### config.mk
export PLATFORM = sky130hd
export DESIGN_NAME = motor_power_fault_supervisor_flat
export DESIGN_NICKNAME = d
export VERILOG_FILES = /design/src/rtl/mpfs_pkg.sv /design/src/rtl/mpfs_if.sv /design/src/rtl/motor_power_fault_supervisor.sv /design/src/rtl/mpfs_cfg.sv /design/src/rtl/mpfs_step.sv /design/src/flat_wrapper.sv
export SDC_FILE = /design/constraint.sdc
export NUM_CORES = 1
export LEC_CHECK = 0
export ABC_AREA = 1
export ABC_CLOCK_PERIOD_IN_PS = 5200
export BUFFER_PORTS_ARGS = -buffer_cell sky130_fd_sc_hd__buf_4
export CAP_MARGIN = 15
export CORE_MARGIN = 3
export CORE_UTILIZATION = 40
export CTS_CLUSTER_SIZE = 12
export DETAILED_ROUTE_END_ITERATION = 12
export GPL_TIMING_DRIVEN = 1
export SLEW_MARGIN = 25
export SYNTH_ARGS = -nofsm -noshare
export SYNTH_HDL_FRONTEND = slang
export SYNTH_HIERARCHICAL = 1
export SYNTH_SLANG_ARGS = --single-unit
export TNS_END_PERCENT = 20
### constraint.sdc
create_clock -name clk -period 5.2 [get_ports clk]
set_clock_uncertainty 0.1 [all_clocks]
set_input_delay 0.78 -clock clk [delete_from_list [all_inputs] [get_ports clk]]
set_output_delay 0.78 -clock clk [all_outputs]
set_load 0.01 [all_outputs]
### src/rtl/mpfs_pkg.sv
// Types, codes and reset values for the motor power fault supervisor.
// No dependencies; imported by every module of the block.
package mpfs_pkg;

  typedef enum logic [1:0] {
    PM_SLEEP  = 2'd0,
    PM_ACTIVE = 2'd1,
    PM_FAULT  = 2'd2
  } pmode_t;

  localparam logic [2:0] REQ_TICK   = 3'd0;
  localparam logic [2:0] REQ_STATE  = 3'd1;
  localparam logic [2:0] REQ_CLEAR  = 3'd2;
  localparam logic [2:0] REQ_REPORT = 3'd3;
  localparam logic [2:0] REQ_EDGE   = 3'd4;

  localparam logic [1:0] WANT_NONE = 2'd3;

  localparam logic [1:0] CFG_VBUS_MIN  = 2'd0;
  localparam logic [1:0] CFG_RELEASE   = 2'd1;
  localparam logic [1:0] CFG_DRV_CODE  = 2'd2;
  localparam logic [1:0] CFG_UV_CODE   = 2'd3;

  localparam logic [15:0] VBUS_MIN_RST = 16'd8000;
  localparam logic [15:0] RELEASE_RST  = 16'd3000;
  localparam logic [7:0]  DRV_CODE_RST = 8'd1;
  localparam logic [7:0]  UV_CODE_RST  = 8'd2;

  typedef struct packed {
    logic [15:0] vbus_min_mv;
    logic [15:0] release_ms;
    logic [7:0]  drv_code;
    logic [7:0]  undervolt_code;
  } cfg_t;

  typedef struct packed {
    logic [2:0]  req_type;
    logic [1:0]  wanted_state;
    logic [7:0]  reported_code;
    logic [31:0] now_ms;
    logic        fault_line_low;
    logic        vbus_valid;
    logic [15:0] vbus_mv;
  } item_t;

  typedef struct packed {
    pmode_t      mode;
    logic [7:0]  code;
    logic [31:0] fault_start;
    logic [31:0] transitions;
    logic        edge_pending;
    logic        pin;
    logic        enc;
  } sup_state_t;

  typedef struct packed {
    logic [1:0]  cur_state;
    logic [1:0]  prev_state;
    logic        state_changed;
    logic [7:0]  held_code;
    logic [31:0] transition_count;
    logic        motor_power;
    logic        encoder_continuous;
    logic        driver_fault_event;
    logic        undervolt_event;
  } result_t;

endpackage

### src/rtl/mpfs_if.sv
// Request and result channel interfaces of the supervisor.
// Valid/ready handshake; no package dependency.
interface mpfs_in_if;
  logic        valid;
  logic        ready;
  logic [2:0]  req_type;
  logic [1:0]  wanted_state;
  logic [7:0]  reported_code;
  logic [31:0] now_ms;
  logic        fault_line_low;
  logic        vbus_valid;
  logic [15:0] vbus_mv;

  modport source (output valid, req_type, wanted_state, reported_code, now_ms,
                  fault_line_low, vbus_valid, vbus_mv, input ready);
  modport sink (input valid, req_type, wanted_state, reported_code, now_ms,
                fault_line_low, vbus_valid, vbus_mv, output ready);
endinterface

interface mpfs_out_if;
  logic        valid;
  logic        ready;
  logic [1:0]  cur_state;
  logic [1:0]  prev_state;
  logic        state_changed;
  logic [7:0]  held_code;
  logic [31:0] transition_count;
  logic        motor_power;
  logic        encoder_continuous;
  logic        driver_fault_event;
  logic        undervolt_event;

  modport source (output valid, cur_state, prev_state, state_changed, held_code,
                  transition_count, motor_power, encoder_continuous,
                  driver_fault_event, undervolt_event, input ready);
  modport sink (input valid, cur_state, prev_state, state_changed, held_code,
                transition_count, motor_power, encoder_continuous,
                driver_fault_event, undervolt_event, output ready);
endinterface

### src/rtl/motor_power_fault_supervisor.sv
// Motor power fault supervisor: sleep, active and fault states for a driver supply.
// A request is held in the input register, and its result then in the result register.
// One request per cycle while the result channel is not stalled.
// A waiting result stalls the input only once a second request sits in the input register.
// Reset (rst_n low, synchronous) empties both stages, restores configuration
// defaults and puts the supervisor into sleep with the motor unpowered.
module motor_power_fault_supervisor (
  input  logic        clk,
  input  logic        rst_n,
  mpfs_in_if.sink     in_chan,
  mpfs_out_if.source  out_chan,
  input  logic        cfg_we,
  input  logic [1:0]  cfg_index,
  input  logic [15:0] cfg_wdata
);
  import mpfs_pkg::*;

  cfg_t       cfg;
  item_t      in_item;
  item_t      item_r;
  logic       item_valid_r;
  sup_state_t st_r;
  sup_state_t st_nxt;
  result_t    res;
  result_t    res_r;
  logic       out_valid_r;
  logic       advance;

  mpfs_cfg u_cfg (
    .clk       (clk),
    .rst_n     (rst_n),
    .cfg_we    (cfg_we),
    .cfg_index (cfg_index),
    .cfg_wdata (cfg_wdata),
    .cfg       (cfg)
  );

  mpfs_step u_step (
    .cfg    (cfg),
    .st     (st_r),
    .item   (item_r),
    .st_nxt (st_nxt),
    .res    (res)
  );

  assign in_item.req_type       = in_chan.req_type;
  assign in_item.wanted_state   = in_chan.wanted_state;
  assign in_item.reported_code  = in_chan.reported_code;
  assign in_item.now_ms         = in_chan.now_ms;
  assign in_item.fault_line_low = in_chan.fault_line_low;
  assign in_item.vbus_valid     = in_chan.vbus_valid;
  assign in_item.vbus_mv        = in_chan.vbus_mv;

  assign advance       = item_valid_r && (!out_valid_r || out_chan.ready);
  assign in_chan.ready = !item_valid_r || advance;

  // hold the request until the result register is free
  always_ff @(posedge clk) begin
    if (!rst_n) begin
      item_valid_r <= 1'b0;
    end else if (in_chan.ready) begin
      item_valid_r <= in_chan.valid;
    end
  end

  always_ff @(posedge clk) begin
    if (in_chan.ready && in_chan.valid) begin
      item_r <= in_item;
    end
  end

  always_ff @(posedge clk) begin
    if (!rst_n) begin
      st_r        <= '{mode: PM_SLEEP, code: 8'd0, fault_start: 32'd0,
                       transitions: 32'd0, edge_pending: 1'b0, pin: 1'b0,
                       enc: 1'b0};
      out_valid_r <= 1'b0;
    end else if (advance) begin
      st_r        <= st_nxt;
      out_valid_r <= 1'b1;
    end else if (out_chan.ready) begin
      out_valid_r <= 1'b0;
    end
  end

  always_ff @(posedge clk) begin
    if (advance) begin
      res_r <= res;
    end
  end

  assign out_chan.valid              = out_valid_r;
  assign out_chan.cur_state          = res_r.cur_state;
  assign out_chan.prev_state         = res_r.prev_state;
  assign out_chan.state_changed      = res_r.state_changed;
  assign out_chan.held_code          = res_r.held_code;
  assign out_chan.transition_count   = res_r.transition_count;
  assign out_chan.motor_power        = res_r.motor_power;
  assign out_chan.encoder_continuous = res_r.encoder_continuous;
  assign out_chan.driver_fault_event = res_r.driver_fault_event;
  assign out_chan.undervolt_event    = res_r.undervolt_event;

endmodule

### src/rtl/mpfs_cfg.sv
// Configuration register file of the supervisor.
// Depends on mpfs_pkg for register indexes and reset values.
module mpfs_cfg (
  input  logic           clk,
  input  logic           rst_n,
  input  logic           cfg_we,
  input  logic [1:0]     cfg_index,
  input  logic [15:0]    cfg_wdata,
  output mpfs_pkg::cfg_t cfg
);
  import mpfs_pkg::*;

  cfg_t cfg_r;

  always_ff @(posedge clk) begin
    if (!rst_n) begin
      cfg_r.vbus_min_mv    <= VBUS_MIN_RST;
      cfg_r.release_ms     <= RELEASE_RST;
      cfg_r.drv_code       <= DRV_CODE_RST;
      cfg_r.undervolt_code <= UV_CODE_RST;
    end else if (cfg_we) begin
      unique case (cfg_index)
        CFG_VBUS_MIN: cfg_r.vbus_min_mv    <= cfg_wdata;
        CFG_RELEASE:  cfg_r.release_ms     <= cfg_wdata;
        CFG_DRV_CODE: cfg_r.drv_code       <= cfg_wdata[7:0];
        CFG_UV_CODE:  cfg_r.undervolt_code <= cfg_wdata[7:0];
        default: ;
      endcase
    end
  end

  assign cfg = cfg_r;

endmodule

### src/rtl/mpfs_step.sv
// Next-state and result logic for one request of the supervisor.
// Depends on mpfs_pkg for the state, item, config and result types.
module mpfs_step (
  input  mpfs_pkg::cfg_t       cfg,
  input  mpfs_pkg::sup_state_t st,
  input  mpfs_pkg::item_t      item,
  output mpfs_pkg::sup_state_t st_nxt,
  output mpfs_pkg::result_t    res
);
  import mpfs_pkg::*;

  sup_state_t  s;
  pmode_t      tgt;
  logic        go;
  logic        changed;
  logic        ev_drv;
  logic        ev_uv;
  logic [31:0] elapsed;
  logic        undervolt;

  assign elapsed   = item.now_ms - st.fault_start;
  assign undervolt = item.vbus_valid && (item.vbus_mv != 16'd0) &&
                     (item.vbus_mv < cfg.vbus_min_mv);

  always_comb begin
    s      = st;
    tgt    = st.mode;
    go     = 1'b0;
    ev_drv = 1'b0;
    ev_uv  = 1'b0;
    unique case (item.req_type)
      REQ_TICK: begin
        s.edge_pending = 1'b0;
        if (st.edge_pending && st.mode != PM_FAULT) begin
          s.code = cfg.drv_code;
          go     = 1'b1;
          tgt    = PM_FAULT;
          ev_drv = 1'b1;
        end else if (st.mode == PM_FAULT) begin
          if (!item.fault_line_low) begin
            if (elapsed > {16'd0, cfg.release_ms}) begin
              s.code = 8'd0;
              go     = 1'b1;
              tgt    = PM_SLEEP;
            end
          end else begin
            s.fault_start = item.now_ms;
          end
        end else if (st.mode == PM_ACTIVE && undervolt) begin
          s.code = cfg.undervolt_code;
          go     = 1'b1;
          tgt    = PM_FAULT;
          ev_uv  = 1'b1;
        end
      end
      REQ_STATE: begin
        if (item.wanted_state != WANT_NONE && st.mode != PM_FAULT) begin
          go  = 1'b1;
          tgt = pmode_t'(item.wanted_state);
        end
      end
      REQ_CLEAR: begin
        s.code = 8'd0;
        if (st.mode == PM_FAULT) begin
          go  = 1'b1;
          tgt = PM_SLEEP;
        end
      end
      REQ_REPORT: begin
        s.code = (item.reported_code == 8'd0) ? cfg.drv_code
                                              : item.reported_code;
        go  = 1'b1;
        tgt = PM_FAULT;
      end
      REQ_EDGE: begin
        s.pin          = 1'b0;
        s.edge_pending = 1'b1;
      end
      default: ;
    endcase

    changed = go && (tgt != st.mode);
    if (changed) begin
      s.mode        = tgt;
      s.transitions = st.transitions + 32'd1;
      unique case (tgt)
        PM_SLEEP: begin
          s.pin = 1'b0;
          s.enc = 1'b0;
        end
        PM_ACTIVE: begin
          s.pin = 1'b1;
          s.enc = 1'b1;
        end
        PM_FAULT: begin
          s.pin         = 1'b0;
          s.fault_start = item.now_ms;
        end
        default: ;
      endcase
    end
  end

  assign st_nxt = s;

  assign res.cur_state          = s.mode;
  assign res.prev_state         = st.mode;
  assign res.state_changed      = changed;
  assign res.held_code          = s.code;
  assign res.transition_count   = s.transitions;
  assign res.motor_power        = s.pin;
  assign res.encoder_continuous = s.enc;
  assign res.driver_fault_event = ev_drv;
  assign res.undervolt_event    = ev_uv;

endmodule

### src/flat_wrapper.sv
// flat-port wrapper written by rule: the top's interface ports become plain ports
module motor_power_fault_supervisor_flat import mpfs_pkg::*;
  (clk, rst_n, cfg_we, cfg_index, cfg_wdata, in_chan_valid, in_chan_req_type, in_chan_wanted_state, in_chan_reported_code, in_chan_now_ms, in_chan_fault_line_low, in_chan_vbus_valid, in_chan_vbus_mv, in_chan_ready, out_chan_valid, out_chan_cur_state, out_chan_prev_state, out_chan_state_changed, out_chan_held_code, out_chan_transition_count, out_chan_motor_power, out_chan_encoder_continuous, out_chan_driver_fault_event, out_chan_undervolt_event, out_chan_ready);
  mpfs_in_if in_chan_i ();
  mpfs_out_if out_chan_i ();
  input  logic clk;
  input  logic rst_n;
  input  logic cfg_we;
  input  logic [1:0] cfg_index;
  input  logic [15:0] cfg_wdata;
  input wire logic [$bits(in_chan_i.valid)-1:0] in_chan_valid;
  input wire logic [$bits(in_chan_i.req_type)-1:0] in_chan_req_type;
  input wire logic [$bits(in_chan_i.wanted_state)-1:0] in_chan_wanted_state;
  input wire logic [$bits(in_chan_i.reported_code)-1:0] in_chan_reported_code;
  input wire logic [$bits(in_chan_i.now_ms)-1:0] in_chan_now_ms;
  input wire logic [$bits(in_chan_i.fault_line_low)-1:0] in_chan_fault_line_low;
  input wire logic [$bits(in_chan_i.vbus_valid)-1:0] in_chan_vbus_valid;
  input wire logic [$bits(in_chan_i.vbus_mv)-1:0] in_chan_vbus_mv;
  output wire logic [$bits(in_chan_i.ready)-1:0] in_chan_ready;
  output wire logic [$bits(out_chan_i.valid)-1:0] out_chan_valid;
  output wire logic [$bits(out_chan_i.cur_state)-1:0] out_chan_cur_state;
  output wire logic [$bits(out_chan_i.prev_state)-1:0] out_chan_prev_state;
  output wire logic [$bits(out_chan_i.state_changed)-1:0] out_chan_state_changed;
  output wire logic [$bits(out_chan_i.held_code)-1:0] out_chan_held_code;
  output wire logic [$bits(out_chan_i.transition_count)-1:0] out_chan_transition_count;
  output wire logic [$bits(out_chan_i.motor_power)-1:0] out_chan_motor_power;
  output wire logic [$bits(out_chan_i.encoder_continuous)-1:0] out_chan_encoder_continuous;
  output wire logic [$bits(out_chan_i.driver_fault_event)-1:0] out_chan_driver_fault_event;
  output wire logic [$bits(out_chan_i.undervolt_event)-1:0] out_chan_undervolt_event;
  input wire logic [$bits(out_chan_i.ready)-1:0] out_chan_ready;
  assign in_chan_i.valid = in_chan_valid;
  assign in_chan_i.req_type = in_chan_req_type;
  assign in_chan_i.wanted_state = in_chan_wanted_state;
  assign in_chan_i.reported_code = in_chan_reported_code;
  assign in_chan_i.now_ms = in_chan_now_ms;
  assign in_chan_i.fault_line_low = in_chan_fault_line_low;
  assign in_chan_i.vbus_valid = in_chan_vbus_valid;
  assign in_chan_i.vbus_mv = in_chan_vbus_mv;
  assign in_chan_ready = in_chan_i.ready;
  assign out_chan_valid = out_chan_i.valid;
  assign out_chan_cur_state = out_chan_i.cur_state;
  assign out_chan_prev_state = out_chan_i.prev_state;
  assign out_chan_state_changed = out_chan_i.state_changed;
  assign out_chan_held_code = out_chan_i.held_code;
  assign out_chan_transition_count = out_chan_i.transition_count;
  assign out_chan_motor_power = out_chan_i.motor_power;
  assign out_chan_encoder_continuous = out_chan_i.encoder_continuous;
  assign out_chan_driver_fault_event = out_chan_i.driver_fault_event;
  assign out_chan_undervolt_event = out_chan_i.undervolt_event;
  assign out_chan_i.ready = out_chan_ready;
  motor_power_fault_supervisor u_core (.clk(clk), .rst_n(rst_n), .in_chan(in_chan_i), .out_chan(out_chan_i), .cfg_we(cfg_we), .cfg_index(cfg_index), .cfg_wdata(cfg_wdata));
endmodule
==> results_dict.tcl <==
set metrics [dict create \
    finalHoldViolCount 0 \
    r2r_end "u_core/st_r[16]$_SDFFE_PN0P_" \
    crit_path_frequent_cell "nand2_1" \
    critPathKind "reg2reg" \
    syn_area_um2 15500 \
    reg2reg_from "u_core/item_r[19]$_DFFE_PP_" \
    min_period_ns 4.39 \
    worstMarginPinSlew_ns 1.01 \
    post_cts_buffers 0 \
    antenna_found_initial 0 \
    routed_wl_um 39600 \
    cts_root_buf "clkbuf_16" \
    endpoint "u_core/st_r[16]$_SDFFE_PN0P_" \
    yosysTopAreaCell "edfxtp_1" \
    dr_wl_met3_um 1480 \
    h-tree-depth 1 \
    ant_nets 0 \
    synth.distinct_cells 48 \
    placed_area_um2 16400 \
    final_common_cell "nand2_1" \
    run_status "finished, final reports clean" \
    cts_buffer_depth 3 \
    core-area_um2 37900 \
    final_layout_size_suffix_gt1_share_pct 10.9 \
    rows 71 \
    synth_top_area_share_pct 21.7 \
    die_w_um 203 \
    cts-resized-gates 0 \
    hold_class "in2reg" \
    clock_latency_ns 0.56 \
    top_layer "met4" \
    routed_via_density 4.76 \
    fin_area_um2 17200 \
    n_fill_cell 3940 \
    drt-met1-wl_um 18400 \
    slowest_delay_ns 0.44 \
    place_inst 2755 \
    worstRegToRegCells 32 \
    totalNegativeSetupSlack_ns 0 \
    die-area_um2 41200 \
    ys_ff_latch 239 \
    finalMaxSlewViolations 0 \
    synth_warnings 6 \
    drc_errors 0 \
    p_per_area_nw_per_um2 296 \
    die_h_um 203 \
    syn_inst 2229 \
    arrival_ns 4.77 \
    p_leak_nw 8.30 \
    final_nets 2425 \
    drt_iter0_markers 877 \
    ys_seq_area_share_pct 38.1 \
    synth_edf_count 112 \
    finalPower_mw 5.11 \
    portBuffers 136 \
    cts_buffers 29 \
    grt_pass1_vias 12600 \
    setup_viol 0 \
    syn_area_per_cell_um2 6.96 \
    cp-start-kind "flop" \
    drt-wirelength-per-cell_um 14.1 \
    crit_required_ns 5.58 \
    timing.fmax_ghz 0.228 \
    final_cell_mix "nand2_1, inv_1, nor2_1" \
    cpMaxStageDelayCell "fa_1" \
    vias 13400 \
    hpwl_um 28700 \
    overflow 0 \
    cts-hold-fix-buffers 0 \
    rsz0062_at_grt "no" \
    syn2layout_area_growth_pct 11.2 \
    cap_violations 0 \
    ir_drop_uv 221 \
    ys.flop_type "dfxtp_1" \
    fin_crit_sh_pct 84.5 \
    dr.pass1.iters 5 \
    ioPinCount 137 \
    synthArstFlopShare_pct 0 \
    initial_core_util_pct 40.9 \
    startpoint "u_core/item_r[19]$_DFFE_PP_" \
    synth_fp_nets 2379 \
    antenna_cells 0 \
    critPathMaxFanout 34 \
    fin_cells 2808 \
    gp_congestion 0.924 \
    rrSetupSlack_ns 0.81 \
    yosys-top-cells-area "edfxtp_1, dfxtp_1, nand2_1" \
    grt_max_degree 97 \
    grt_pass1_wl_um 64500 \
    cts_tree "done" \
    relSlewSlack_pct 32.7 \
    cp-end-kind "flop" \
    grt_usage_pct 18.9 \
    holdPathStages 1 \
    whs_ns 0.295 \
    wl_met2_um 18800 \
    clock-sinks 239 \
    clkTransAtPathRegs_ns 0.06 \
]
-- through the flow --
step,worst slack (ns),util (%)
2_1_floorplan,1.43,-
3_3_place_gp,0.791,43.1
3_5_place_dp,0.776,43.2
4_1_cts,0.745,45.4
5_1_grt,0.240,45.5
6_report,0.809,45.5
-- worst max-delay path, delay by kind of cell (launching register included) --
kind | cells | cell delay, ns
simple gates | 25 | 2.43
buf+inv | 4 | 0.52
fa+ha+maj | 2 | 0.74
xor+xnor | 1 | 0.09
flops | 1 | 0.43
-- cell type report --
class	count	area [µm²]	area share, %
Multi-Input combinational cell	1468	7250	42.0
Sequential cell	239	5910	34.3
Inverter	392	1480	8.57
Timing Repair Buffer	145	1100	6.38
Clock buffer	44	823	4.77
Tap cell	511	639	3.71
Clock inverter	9	47.5	0.276
-- metal layers --
layer	vias to the layer above	GRT usage, %
li1	7054	-
met1	6021	25.1
met2	241	32.7
met3	56	2.44
met4	0	4.40
met5	-	0
-- synthesized netlist by cell type (15+ instances only) --
| cell type | count |
|---|---|
| nand2_1 | 603 |
| inv_1 | 378 |
| nor2_1 | 223 |
| nand3_1 | 182 |
| a21oi_1 | 141 |
| dfxtp_1 | 127 |
| edfxtp_1 | 112 |
| ha_1 | 63 |
| buf_4 | 56 |
| o21ai_0 | 50 |
| buf_2 | 37 |
| xor2_1 | 36 |
| o21ai_1 | 32 |
| nand2_2 | 26 |
| nor3_1 | 26 |
| buf_6 | 17 |
| clkbuf_1 | 16 |
| nand4_1 | 15 |
-- sequential cells by signal, summed over array words and instances, names as in the netlist --
| name | cells |
|---|---|
| u_core/out_chan.cur_state | 2 |
| u_core/out_chan.prev_state | 2 |
| u_core/out_chan.state_changed | 1 |
| u_core/out_chan.driver_fault_event | 1 |
| u_core/u_cfg/cfg | 48 |
| u_core/out_chan.undervolt_event | 1 |
| u_core/item_r | 63 |
| u_core/out_chan.held_code | 8 |
| u_core/st_r | 77 |
| u_core/out_chan.motor_power | 1 |
| u_core/out_chan.encoder_continuous | 1 |
| u_core/out_chan.transition_count | 32 |
| u_core/out_chan.valid | 1 |
| u_core/item_valid_r | 1 |
-- logic make-up after synthesis --
group / count (synthesis) / share of synthesized area (%)
fa+ha+maj: 64 / 5.21
flops: 239 / 38.1
xor+xnor: 45 / 2.54
simple gates: 1113 / 30.3
buf+inv: 522 / 15.4
compound gates: 246 / 8.48
-- power breakdown --
part           total (mW)  switching, mW  internal (mW)
Sequential           2.20         0.0974           2.10
Combinational        1.05          0.655          0.393
Clock                1.87          0.782           1.08
Total                5.11           1.53           3.58
-- worst min path at each step --
stage | start | to | slack [ns]
floorplan | u_core/u_cfg/cfg[38]$_SDFFE_PN1P_ | u_core/u_cfg/cfg[38]$_SDFFE_PN1P_ | 0.33
global placement | u_core/u_cfg/cfg[38]$_SDFFE_PN1P_ | u_core/u_cfg/cfg[38]$_SDFFE_PN1P_ | 0.34
detailed placement | u_core/u_cfg/cfg[38]$_SDFFE_PN1P_ | u_core/u_cfg/cfg[38]$_SDFFE_PN1P_ | 0.35
CTS | in_chan_now_ms[23] | u_core/item_r[41]$_DFFE_PP_ | 0.26
global route | in_chan_now_ms[16] | u_core/item_r[34]$_DFFE_PP_ | 0.27
finish | in_chan_now_ms[16] | u_core/item_r[34]$_DFFE_PP_ | 0.30
(Power assumes the default switching activity.)
